===== src/sv/ppci_pkg.sv =====
// Package for the planar pose compose/invert block: word types, CORDIC constants,
// and the carried pose data shared by the cells and the back end.
// No dependencies.
`default_nettype none

package ppci_pkg;

    localparam int PPCI_CORDIC_STAGES = 16;
    localparam int PPCI_ATAN_ENTRIES  = 24;

    localparam logic signed [31:0] PPCI_CORDIC_GAIN = 32'sd652032874;
    localparam logic signed [63:0] PPCI_Q30_HALF    = 64'sd536870912;

    // atan(2^-i) in 32-bit binary angle units
    localparam logic signed [31:0] PPCI_ATAN [PPCI_ATAN_ENTRIES] = '{
        32'sd536870912, 32'sd316933406, 32'sd167458907, 32'sd85004756,
        32'sd42667331,  32'sd21354465,  32'sd10679838,  32'sd5340245,
        32'sd2670163,   32'sd1335087,   32'sd667544,    32'sd333772,
        32'sd166886,    32'sd83443,     32'sd41722,     32'sd20861,
        32'sd10430,     32'sd5215,      32'sd2608,      32'sd1304,
        32'sd652,       32'sd326,       32'sd163,       32'sd81
    };

    localparam logic PPCI_CMD_COMPOSE = 1'b0;
    localparam logic PPCI_CMD_INVERT  = 1'b1;

    typedef struct packed {
        logic               cmd;
        logic signed [31:0] left_x;
        logic signed [31:0] left_y;
        logic signed [31:0] left_z;
        logic signed [15:0] left_yaw;
        logic signed [31:0] right_x;
        logic signed [31:0] right_y;
        logic signed [31:0] right_z;
        logic signed [15:0] right_yaw;
    } ppci_in_t;

    typedef struct packed {
        logic signed [31:0] out_x;
        logic signed [31:0] out_y;
        logic signed [31:0] out_z;
        logic signed [15:0] out_yaw;
        logic               saturated;
    } ppci_out_t;

    // CORDIC vector, Q2.30 plus remaining angle
    typedef struct packed {
        logic signed [31:0] x;
        logic signed [31:0] y;
        logic signed [31:0] ang;
    } ppci_vec_t;

    // operands riding alongside the CORDIC vector
    typedef struct packed {
        logic               cmd;
        logic signed [31:0] op_a;     // right_x on compose, left_x on invert
        logic signed [31:0] op_b;     // right_y on compose, left_y on invert
        logic signed [31:0] base_x;   // left_x on compose, zero on invert
        logic signed [31:0] base_y;
        logic signed [32:0] z_sum;    // unsaturated z result
        logic        [15:0] yaw;      // final yaw, already wrapped
        logic        [1:0]  quad;
    } ppci_carry_t;

endpackage

`default_nettype wire


===== src/sv/ppci_cordic_cell.sv =====
// One rotation-mode CORDIC cell: a single micro-rotation plus the carried word.
// Depends on ppci_pkg.
`default_nettype none

module ppci_cordic_cell
    import ppci_pkg::*;
#(
    parameter int STAGE = 0
)
(
    input  wire logic        clk,
    input  wire logic        rst_n,
    input  wire logic        in_valid,
    input  wire ppci_vec_t   in_vec,
    input  wire ppci_carry_t in_carry,
    output logic             out_valid,
    output ppci_vec_t        out_vec,
    output ppci_carry_t      out_carry
);

    logic signed [31:0] x_in;
    logic signed [31:0] y_in;
    logic signed [31:0] dx;
    logic signed [31:0] dy;
    logic               valid_reg;
    ppci_vec_t          vec_reg;
    ppci_vec_t          vec_next;
    ppci_carry_t        carry_reg;

    assign x_in = in_vec.x;
    assign y_in = in_vec.y;
    assign dx   = y_in >>> STAGE;
    assign dy   = x_in >>> STAGE;

    always_comb
    begin
        if (!in_vec.ang[31])
        begin
            vec_next.x   = x_in - dx;
            vec_next.y   = y_in + dy;
            vec_next.ang = in_vec.ang - PPCI_ATAN[STAGE];
        end
        else
        begin
            vec_next.x   = x_in + dx;
            vec_next.y   = y_in - dy;
            vec_next.ang = in_vec.ang + PPCI_ATAN[STAGE];
        end
    end

    always_ff @(posedge clk or negedge rst_n)
    begin
        if (!rst_n)
        begin
            valid_reg <= 1'b0;
        end
        else
        begin
            valid_reg <= in_valid;
        end
    end

    always_ff @(posedge clk)
    begin
        vec_reg   <= vec_next;
        carry_reg <= in_carry;
    end

    assign out_valid = valid_reg;
    assign out_vec   = vec_reg;
    assign out_carry = carry_reg;

endmodule

`default_nettype wire


===== config.mk =====
export PLATFORM = sky130hd
export DESIGN_NAME = ppci_cordic_cell
export DESIGN_NICKNAME = d
export VERILOG_FILES = /design/src/sv/ppci_pkg.sv /design/src/sv/ppci_cordic_cell.sv
export SDC_FILE = /design/constraint.sdc
export NUM_CORES = 1
export LEC_CHECK = 0
export ABC_CLOCK_PERIOD_IN_PS = 1100
export BUFFER_PORTS_ARGS = -buffer_cell sky130_fd_sc_hd__buf_2
export CAP_MARGIN = 20
export CORE_AREA = 8 8 211 213
export CTS_CLUSTER_SIZE = 20
export DETAILED_ROUTE_END_ITERATION = 10
export DIE_AREA = 0 0 219 221
export PLACE_DENSITY = 0.56
export SYNTH_ARGS = -nofsm -noshare
export SYNTH_HDL_FRONTEND = slang
export SYNTH_SLANG_ARGS = --single-unit

===== constraint.sdc =====
create_clock -name clk -period 1.1 [get_ports clk]
set_input_delay 0 -clock clk [delete_from_list [all_inputs] [get_ports clk]]
set_output_delay 0 -clock clk [all_outputs]
set_load 0.02 [all_outputs]

==> results of run 1 <==
==> flip-flops by register name, indices dropped and copies added (netlist names) <==
register and flops:
out_valid 1, out_carry 180, out_vec 95
==> tightest hold or removal path, delay by kind of cell <==
kind | cells | cell delay (ps)
buffers and inverters | 3 | 250
XOR/XNOR | 1 | 120
adder cells (fa/ha/maj) | 1 | 150
==> stage by stage <==
stage	utilization	setup WS [ps]	setup TNS [ps]	cells	hold slack [ps]
after CTS	0.541	-796	-26360	2842	0.850
after global routing	0.554	-863	-30690	2862	42.8
final	0.554	-824	-28150	2867	35.6
after global placement	0.424	-1530	-66860	2520	-219
after floorplan	-	-1180	-38300	1126	-296
after detailed placement	0.424	-1510	-69190	2520	-216
==> per-layer routing <==
| layer | track usage | up-vias | part of all wire |
|---|---|---|---|
| li1 | - | 6221 | - |
| met1 | 0.326 | 6427 | 0.40 |
| met2 | 0.467 | 534 | 0.49 |
| met3 | 0.0547 | 116 | 0.064 |
| met4 | 0.0975 | 12 | 0.041 |
| met5 | 0 | - | 0.0012 |
==> area by class of cell <==
| class | count | area [µm²] |
|---|---|---|
| fillers | 3592 | 18400 |
| repair buffers | 1174 | 8500 |
| multi-input cells | 705 | 6560 |
| flip-flops and latches | 276 | 5570 |
| clock buffers | 48 | 943 |
| well taps | 539 | 674 |
| inverters | 101 | 417 |
| clock inverters | 14 | 200 |
| diodes | 10 | 25.0 |
==> cell usage after synthesis (13+ instances only) <==
| cell type | instances | area [µm²] |
|---|---|---|
| nand4_1 | 13 | 81.3 |
| o211ai_1 | 13 | 97.6 |
| a21o_1 | 18 | 135 |
| a21oi_1 | 104 | 521 |
| o21ai_0 | 62 | 310 |
| nor2_1 | 70 | 263 |
| buf_2 | 14 | 70.1 |
| o31ai_1 | 13 | 97.6 |
| nand2_1 | 47 | 176 |
| nor2b_1 | 14 | 87.6 |
| nor3_1 | 23 | 115 |
| xnor2_1 | 56 | 490 |
| inv_1 | 100 | 375 |
| dfxtp_1 | 275 | 5510 |
| ha_1 | 94 | 1180 |
| clkbuf_1 | 23 | 86.3 |
==> worst paths after layout <==
kind,startpoint,to,slack (ps),depth (start not counted)
worst max-delay path,in_vec[32],out_vec[94],-820,11
worst min-delay path,in_vec[68],out_vec[36],40,5
max in group asynchronous,rst_n,out_valid,590,3
min in group asynchronous,rst_n,out_valid,410,3
==> power groups by stage <==
stage	combinational, mW	clock [mW]	sequential [mW]
2_1_floorplan	2.84	0	12.7
3_3_place_gp	8.46	0	11.6
3_5_place_dp	8.49	0	11.6
4_1_cts	10.3	11.8	11.4
5_1_grt	11.3	12.2	11.5
6_report	10.8	11.5	11.4
==> what timing repair did <==
| action | 4_1_cts | 5_1_grt |
|---|---|---|
| setup endpoints to repair | 97 | 65 |
| setup buffers | 45 | 21 |
| gates resized for setup | 292 | 92 |
| endpoints found under the hold margin | 225 | 1 |
| hold buffers | 223 | 2 |
| pin swaps | 112 | 75 |
==> kinds of logic after synthesis <==
kind of cell               synth area share
buffers and inverters                0.0517
xor gates and xnor gates             0.0476
and+or+nand+nor                      0.0969
muxes                                0.0137
adders and majority gates             0.112
AOI/OAI and AO/OA                     0.185
DFF                                   0.493
==> flow_metrics.env, run 1 <==
export IMPL_status="complete, but fails checks"
export IMPL_violations="negative setup slack"
export IMPL_synth_main_ff_cell="dfxtp_1"
export IMPL_critPathMaxStageDelay_ps=390
export IMPL_clock_path_buffers=3
export IMPL_synth_seq_area_share=0.493
export IMPL_wl_per_cell_um=23.9
export IMPL_p_int_mw=23.0
export IMPL_grt_setup_unrepaired="true"
export IMPL_final_cell_area_um2=22900
export IMPL_async_flop_share=0.00362
export IMPL_cts_buffers_inserted=34
export IMPL_cp_required_ps=1530
export IMPL_synth_nets=1503
export IMPL_detail_route_antenna_nets=0
export IMPL_path_cells="buf_12, ha_4, fa_2, nor2b_4, o311ai_4, a31oi_4, o41ai_4, a21o_4, nor3_1, or3_1, xnor2_1"
export IMPL_peakVddDrop_mv=1.14
export IMPL_worstSetupPathType="input port to flop"
export IMPL_nets=2669
export IMPL_grt_remaining_overflow=0
export IMPL_fin_crit_sh=1.75
export IMPL_worst_path_buf_inv=1
export IMPL_arrival_ps=2360
export IMPL_grt_pass1_vias=14156
export IMPL_startpoint_type="input port"
export IMPL_start_util=0.272
export IMPL_first_iter_violations=725
export IMPL_sequentialPowerShare=0.339
export IMPL_dp_hpwl_mm=54.6
export IMPL_cp_slowest_cell="o41ai_4"
export IMPL_crit_family="compound AO/OA/AOI/OAI gates"
export IMPL_io_buffer_count=555
export IMPL_clk_pin_slew_ps=60
export IMPL_switching_share=0.316
export IMPL_place_area_um2=17500
export IMPL_row_count=75
export IMPL_netlist_area_um2=11200
export IMPL_p_clk_frac=0.341
export IMPL_grt_use_total=0.270
export IMPL_power_density_nw_per_um2=1470
export IMPL_layout_common_cells="buf_2, buf_4, dfxtp_1"
export IMPL_hold_viol=0
export IMPL_min_period_ps=1920
export IMPL_finalWorstSetupSlack_ps=-824
export IMPL_dr_pass1_iters=5
export IMPL_grt_pass1_wl_mm=97.5
export IMPL_dieArea_um2=48400
export IMPL_drv_cap=0
export IMPL_slew_headroom=0.616
export IMPL_vias_per_cell=4.64
export IMPL_chipHeight_um=221
export IMPL_p_switching_mw=10.7
export IMPL_gp_congestion=0.987
export IMPL_cts_sinks=276
export IMPL_p_total_mw=33.7
export IMPL_yosysWarnings=0
export IMPL_antenna_found_initial=12
export IMPL_ios=556
export IMPL_synth_cell_types=82
export IMPL_mostFrequentLayoutCell="buf_2"
export IMPL_slew_viol_final=0
export IMPL_ys_seq_elements=276
export IMPL_worstPathMaxFanout=5
export IMPL_design_core_area_um2=41300
export IMPL_setup_viol=53
export IMPL_leakagePower_nw=10.9
export IMPL_synthCells=1126
export IMPL_avgSynthCellArea_um2=9.97
export IMPL_die_w_um=219
export IMPL_worstMarginPinSlew_ps=576
export IMPL_drc=0
export IMPL_cts_tree="built"
export IMPL_holdCritPathClass="input port to flop"
export IMPL_end_kind="flop"
export IMPL_syn_to_final_growth_pct=104
export IMPL_grt_max_degree=19
export IMPL_timing_fmax_ghz=0.520
export IMPL_htreeDepth=2
export IMPL_synth_edf_count=0
export IMPL_drive_above_1_share=0.538
export IMPL_root_buffer="clkbuf_16"
export IMPL_drt_wl_total_mm=68.5
export IMPL_num_vias=13310
export IMPL_power_frac_comb=0.320
Note: power is estimated with default switching activity, not from simulation.
==> run 2: changes to the inputs <==
SETUP_SLACK_MARGIN = 0.4   (was unset)
==> flow_metrics.env, run 2 (synthesis gave the netlist of run 1 again) <==
export IMPL_row_count=75
export IMPL_min_period_ps=1930
export IMPL_p_int_mw=24.0
export IMPL_cts_sinks=276
export IMPL_finalWorstSetupSlack_ps=-831
export IMPL_nets=2662
export IMPL_hold_viol=3
export IMPL_grt_setup_unrepaired="true"
export IMPL_drc=0
export IMPL_antenna_found_initial=14
export IMPL_use_met1=0.325
export IMPL_arrival_ps=2370
export IMPL_mostFrequentLayoutCell="buf_4"
export IMPL_gr_usage_met2=0.453
export IMPL_gp_congestion=0.965
export IMPL_path_cells="buf_12, ha_4, fa_2, nor2b_4, o311ai_4, a31oi_4, o41ai_4, a21o_4, nor3_2, or3_1, xnor2_1"
export IMPL_wl_per_cell_um=25.1
export IMPL_drv_cap=0
export IMPL_clk_pin_slew_ps=60
export IMPL_switching_share=0.320
export IMPL_drt_wl_total_mm=71.6
export IMPL_tns_ps=-29120
export IMPL_cp_required_ps=1540
export IMPL_layout_common_cells="buf_4, buf_6, buf_2"
export IMPL_multiInputGateArea_um2=6640
export IMPL_grt_pass1_vias=14210
export IMPL_cts_tree="built"
export IMPL_leakagePower_nw=11.4
export IMPL_ios=556
export IMPL_drive_above_1_share=0.657
export IMPL_htreeDepth=2
export IMPL_detail_route_antenna_nets=0
export IMPL_place_area_um2=17500
export IMPL_grt_remaining_overflow=0
export IMPL_p_clk_frac=0.329
export IMPL_grt_use_total=0.274
export IMPL_final_cell_area_um2=24900
export IMPL_io_buffer_count=555
export IMPL_cp_slowest_cell="o41ai_4"
export IMPL_violations="negative hold slack, negative setup slack"
export IMPL_startpoint_type="input port"
export IMPL_setup_viol=54
export IMPL_worstMarginPinSlew_ps=672
export IMPL_power_frac_comb=0.335
export IMPL_chipHeight_um=221
export IMPL_grt_pass1_wl_mm=98.3
export IMPL_timing_fmax_ghz=0.518
export IMPL_vias_per_cell=4.73
export IMPL_whs_ps=-57.5
export IMPL_holdCritPathClass="input port to flop"
export IMPL_slew_headroom=0.548
export IMPL_grt_max_degree=15
export IMPL_peakVddDrop_mv=0.925
export IMPL_num_vias=13528
export IMPL_busiest_layer="met2"
export IMPL_design_core_area_um2=41300
export IMPL_register_area_um2=5910
export IMPL_clock_path_buffers=3
export IMPL_first_iter_violations=789
export IMPL_worstPathMaxFanout=6
export IMPL_fill_cells=3378
export IMPL_cts_buffers_inserted=34
export IMPL_status="complete, but fails checks"
export IMPL_p_total_mw=35.3
export IMPL_root_buffer="clkbuf_16"
export IMPL_dp_slack_ps=-1710
export IMPL_largest_register_ff_count=180
export IMPL_worstSetupPathType="input port to flop"
export IMPL_start_util=0.272
export IMPL_dieArea_um2=48400
export IMPL_slew_viol_final=0
export IMPL_grtUsageMet3=0.0660
export IMPL_end_kind="flop"
export IMPL_p_switching_mw=11.3
export IMPL_syn_to_final_growth_pct=122
export IMPL_sequentialPowerShare=0.336
export IMPL_die_w_um=219
export IMPL_power_density_nw_per_um2=1420
export IMPL_hold_buffers=217
export IMPL_dp_hpwl_mm=54.7
export IMPL_critPathMaxStageDelay_ps=430
export IMPL_dr_pass1_iters=5
export IMPL_endpoint="out_vec[94]"
export IMPL_startpoint="in_vec[64]"
export IMPL_fin_crit_sh=1.76
==> run 2: cell count changes in the layout (fill, tap and decap cells not counted), moves of 10 or more <==
cell | before | now
buf_6 | 53 | 315
dfxtp_2 | 13 | 258
dfxtp_4 | 6 | 16
buf_4 | 386 | 352
dfxtp_1 | 256 | 1
buf_2 | 492 | 262
==> run 2: how the worst min path moves through the flow <==
stage,from,to,slack (ps),cells past startpoint
floorplan,rst_n,out_valid,-300,0
global placement,rst_n,out_valid,-220,1
detailed placement,rst_n,out_valid,-220,1
CTS,in_vec[33],out_vec[33],-80,4
global route,in_vec[68],out_vec[68],-50,4
finish,in_vec[33],out_vec[33],-60,4
==> run 2: cell type report <==
| type | instances | area share |
|---|---|---|
| timing repair buffer | 1167 | 0.403 |
| clock inverter | 14 | 0.00539 |
| antenna | 9 | 0.000906 |
| tap | 539 | 0.0271 |
| multi-input combinational | 705 | 0.267 |
| sequential | 276 | 0.238 |
| clock buffer | 47 | 0.0411 |
| inverter | 101 | 0.0175 |
==> run 2: power groups by stage <==
stage / Sequential (mW) / Clock (mW) / Combinational, mW
after global placement: 11.6 / 0 / 8.42
after detailed placement: 11.6 / 0 / 8.43
final: 11.9 / 11.6 / 11.8
after floorplan: 12.7 / 0 / 2.87
after global routing: 11.9 / 12.2 / 12.4
after CTS: 11.6 / 11.8 / 10.5
==> run 2: critical path, delay by kind of cell <==
kind / cells / cell delay [ps]
fa+ha+maj: 2 / 500
compound gates: 4 / 1120
buf+inv: 1 / 110
xor+xnor: 1 / 130
simple gates: 3 / 510
==> run 2: timing repair <==
item,CTS,global route
endpoints found under the hold margin,223,3
gates resized for setup,681,490
buffers inserted,34,16
pin swaps,106,75
setup endpoints to repair,335,338
==> run 2: stage by stage <==
stage / utilization / cells
6_report: 0.602 / 2858
5_1_grt: 0.602 / 2854
4_1_cts: 0.561 / 2833
3_5_place_dp: 0.424 / 2521
3_3_place_gp: 0.424 / 2521
2_1_floorplan: - / 1126
==> run 2: layer usage <==
| metal | vias to the layer above | part of all wire | wire length (µm) |
|---|---|---|---|
| met4 | 14 | 0.061 | 4340 |
| met5 | - | 0.0013 | 92 |
| met1 | 6564 | 0.39 | 27900 |
| met2 | 567 | 0.47 | 34000 |
| li1 | 6210 | - | - |
| met3 | 173 | 0.074 | 5290 |
==> run 3: changes to the inputs <==
SKIP_LAST_GASP = 1   (was unset)
==> flow_metrics.env, run 3 (synthesis gave the netlist of run 1 again) <==
export IMPL_path_cells="buf_4, ha_2, buf_4, or3b_1, o2111ai_1, a31oi_4, o41ai_4, a21o_4, nor3_2, or3_1, xnor2_1"
export IMPL_p_switching_mw=11.2
export IMPL_vias_per_cell=4.71
export IMPL_p_clk_frac=0.329
export IMPL_grt_setup_unrepaired="true"
export IMPL_drv_cap=0
export IMPL_arrival_ps=2380
export IMPL_root_buffer="clkbuf_16"
export IMPL_io_buffer_count=555
export IMPL_p_total_mw=35.2
export IMPL_fin_crit_sh=1.76
export IMPL_row_count=75
export IMPL_violations="negative hold slack, negative setup slack"
export IMPL_largest_register_ff_count=180
export IMPL_timing_fmax_ghz=0.517
export IMPL_power_frac_comb=0.335
export IMPL_fin_util=0.600
export IMPL_drc=0
export IMPL_stdcell_count=2866
export IMPL_p_int_mw=24.0
export IMPL_switching_share=0.318
export IMPL_grt_use_total=0.274
export IMPL_detail_route_antenna_nets=0
export IMPL_htreeDepth=2
export IMPL_setup_viol=52
export IMPL_first_iter_violations=778
export IMPL_antenna_found_initial=17
export IMPL_worstPathMaxFanout=6
export IMPL_hold_viol=3
export IMPL_placedCellCount=2521
export IMPL_worstMarginPinSlew_ps=673
export IMPL_drive_above_1_share=0.654
export IMPL_clk_pin_slew_ps=60
export IMPL_start_util=0.272
export IMPL_cts_sinks=276
export IMPL_grt_pass1_wl_mm=99.1
export IMPL_end_kind="flop"
export IMPL_slew_viol_final=0
export IMPL_chipHeight_um=221
export IMPL_slew_headroom=0.548
export IMPL_worstSetupPathType="input port to flop"
export IMPL_crit_top_cell="buf_4"
export IMPL_nets=2667
export IMPL_grt_pass1_vias=14271
export IMPL_tns_ps=-29290
export IMPL_holdCritPathClass="input port to flop"
export IMPL_design_core_area_um2=41300
export IMPL_cts_tree="built"
export IMPL_leakagePower_nw=11.4
export IMPL_peakVddDrop_mv=0.916
export IMPL_layout_common_cells="buf_4, buf_6, buf_2"
export IMPL_cp_slowest_cell="o41ai_4"
export IMPL_gp_congestion=0.965
export IMPL_dp_hpwl_mm=54.7
export IMPL_drt_wl_total_mm=71.2
export IMPL_syn_to_final_growth_pct=121
export IMPL_num_vias=13500
export IMPL_cp_required_ps=1540
export IMPL_critPathMaxStageDelay_ps=430
export IMPL_sequentialPowerShare=0.337
export IMPL_clock_path_buffers=3
export IMPL_dieArea_um2=48400
export IMPL_wl_per_cell_um=24.9
export IMPL_grt_max_degree=15
export IMPL_power_density_nw_per_um2=1420
export IMPL_min_period_ps=1930
export IMPL_crit_family="compound AO/OA/AOI/OAI gates"
export IMPL_worst_path_buf_inv=2
export IMPL_grt_remaining_overflow=0
export IMPL_mostFrequentLayoutCell="buf_4"
export IMPL_status="complete, but fails checks"
export IMPL_die_w_um=219
export IMPL_startpoint_type="input port"
export IMPL_finalWorstSetupSlack_ps=-835
export IMPL_ios=556
export IMPL_dr_pass1_iters=5
export IMPL_hold_buffers=217
export IMPL_whs_ps=-59.8
export IMPL_cts_buffers_inserted=34
-- run 3: changes by cell type in the layout (fill, tap and decap cells not counted), moves of 2 or more --
cell,previous run,this run
buf_6,315,301
buf_4,352,365
buf_2,262,272
dfxtp_1,1,11
dfxtp_2,258,248
buf_8,14,11
diode_2,9,12
inv_4,6,3
inv_2,11,13
nand2_1,39,37
nand2_2,5,7
-- run 3: repair_timing --
action                                 in CTS  in global routing
resized for setup                         591                545
setup endpoints to repair                 335                338
endpoints found under the hold margin     221                  3
buffers inserted                           34                 21
pin swaps                                 105                 66
-- run 3: worst paths after layout --
check	start	end	cells past startpoint
worst max-delay path	in_vec[70]	out_vec[94]	11
worst min-delay path	in_vec[33]	out_vec[33]	4
max in group asynchronous	rst_n	out_valid	3
min in group asynchronous	rst_n	out_valid	3
-- run 3: per-layer routing --
| metal | wire (µm) | vias to the layer above | GRT usage |
|---|---|---|---|
| met5 | 90 | - | 0 |
| met4 | 3200 | 14 | 0.104 |
| met3 | 4790 | 149 | 0.0614 |
| met2 | 35000 | 533 | 0.473 |
| met1 | 28200 | 6584 | 0.327 |
| li1 | - | 6220 | - |
-- run 3: power by group through the flow --
stage | sequential, mW | clock [mW] | combinational (mW)
after global routing | 11.9 | 12.2 | 12.3
after global placement | 11.6 | 0 | 8.42
after floorplan | 12.7 | 0 | 2.87
final | 11.8 | 11.6 | 11.8
after CTS | 11.6 | 11.8 | 10.4
after detailed placement | 11.6 | 0 | 8.43
-- run 3: through the flow --
step / instance area, µm² / setup WS [ps]
finish: 24800 / -835
global route: 24800 / -868
CTS: 22900 / -786
detailed placement: 17500 / -1710
global placement: 17500 / -1750
floorplan: 11700 / -1180
-- run 3: final cells by class --
class,instances,area [µm²]
Fill cell,3377,16500
Multi-Input combinational cell,705,6630
Clock buffer,47,1020
Antenna cell,12,30.0
Clock inverter,14,134
Inverter,101,422
Timing Repair Buffer,1172,9950
Tap cell,539,674
Sequential cell,276,5900
-- run 3: worst min-delay path: cells and delay by family --
kind,cells,cell delay [ps]
buffers and inverters,1,130
AO/OA/AOI/OAI,1,60
AND/OR/NAND/NOR,1,50
adder cells (fa/ha/maj),1,230
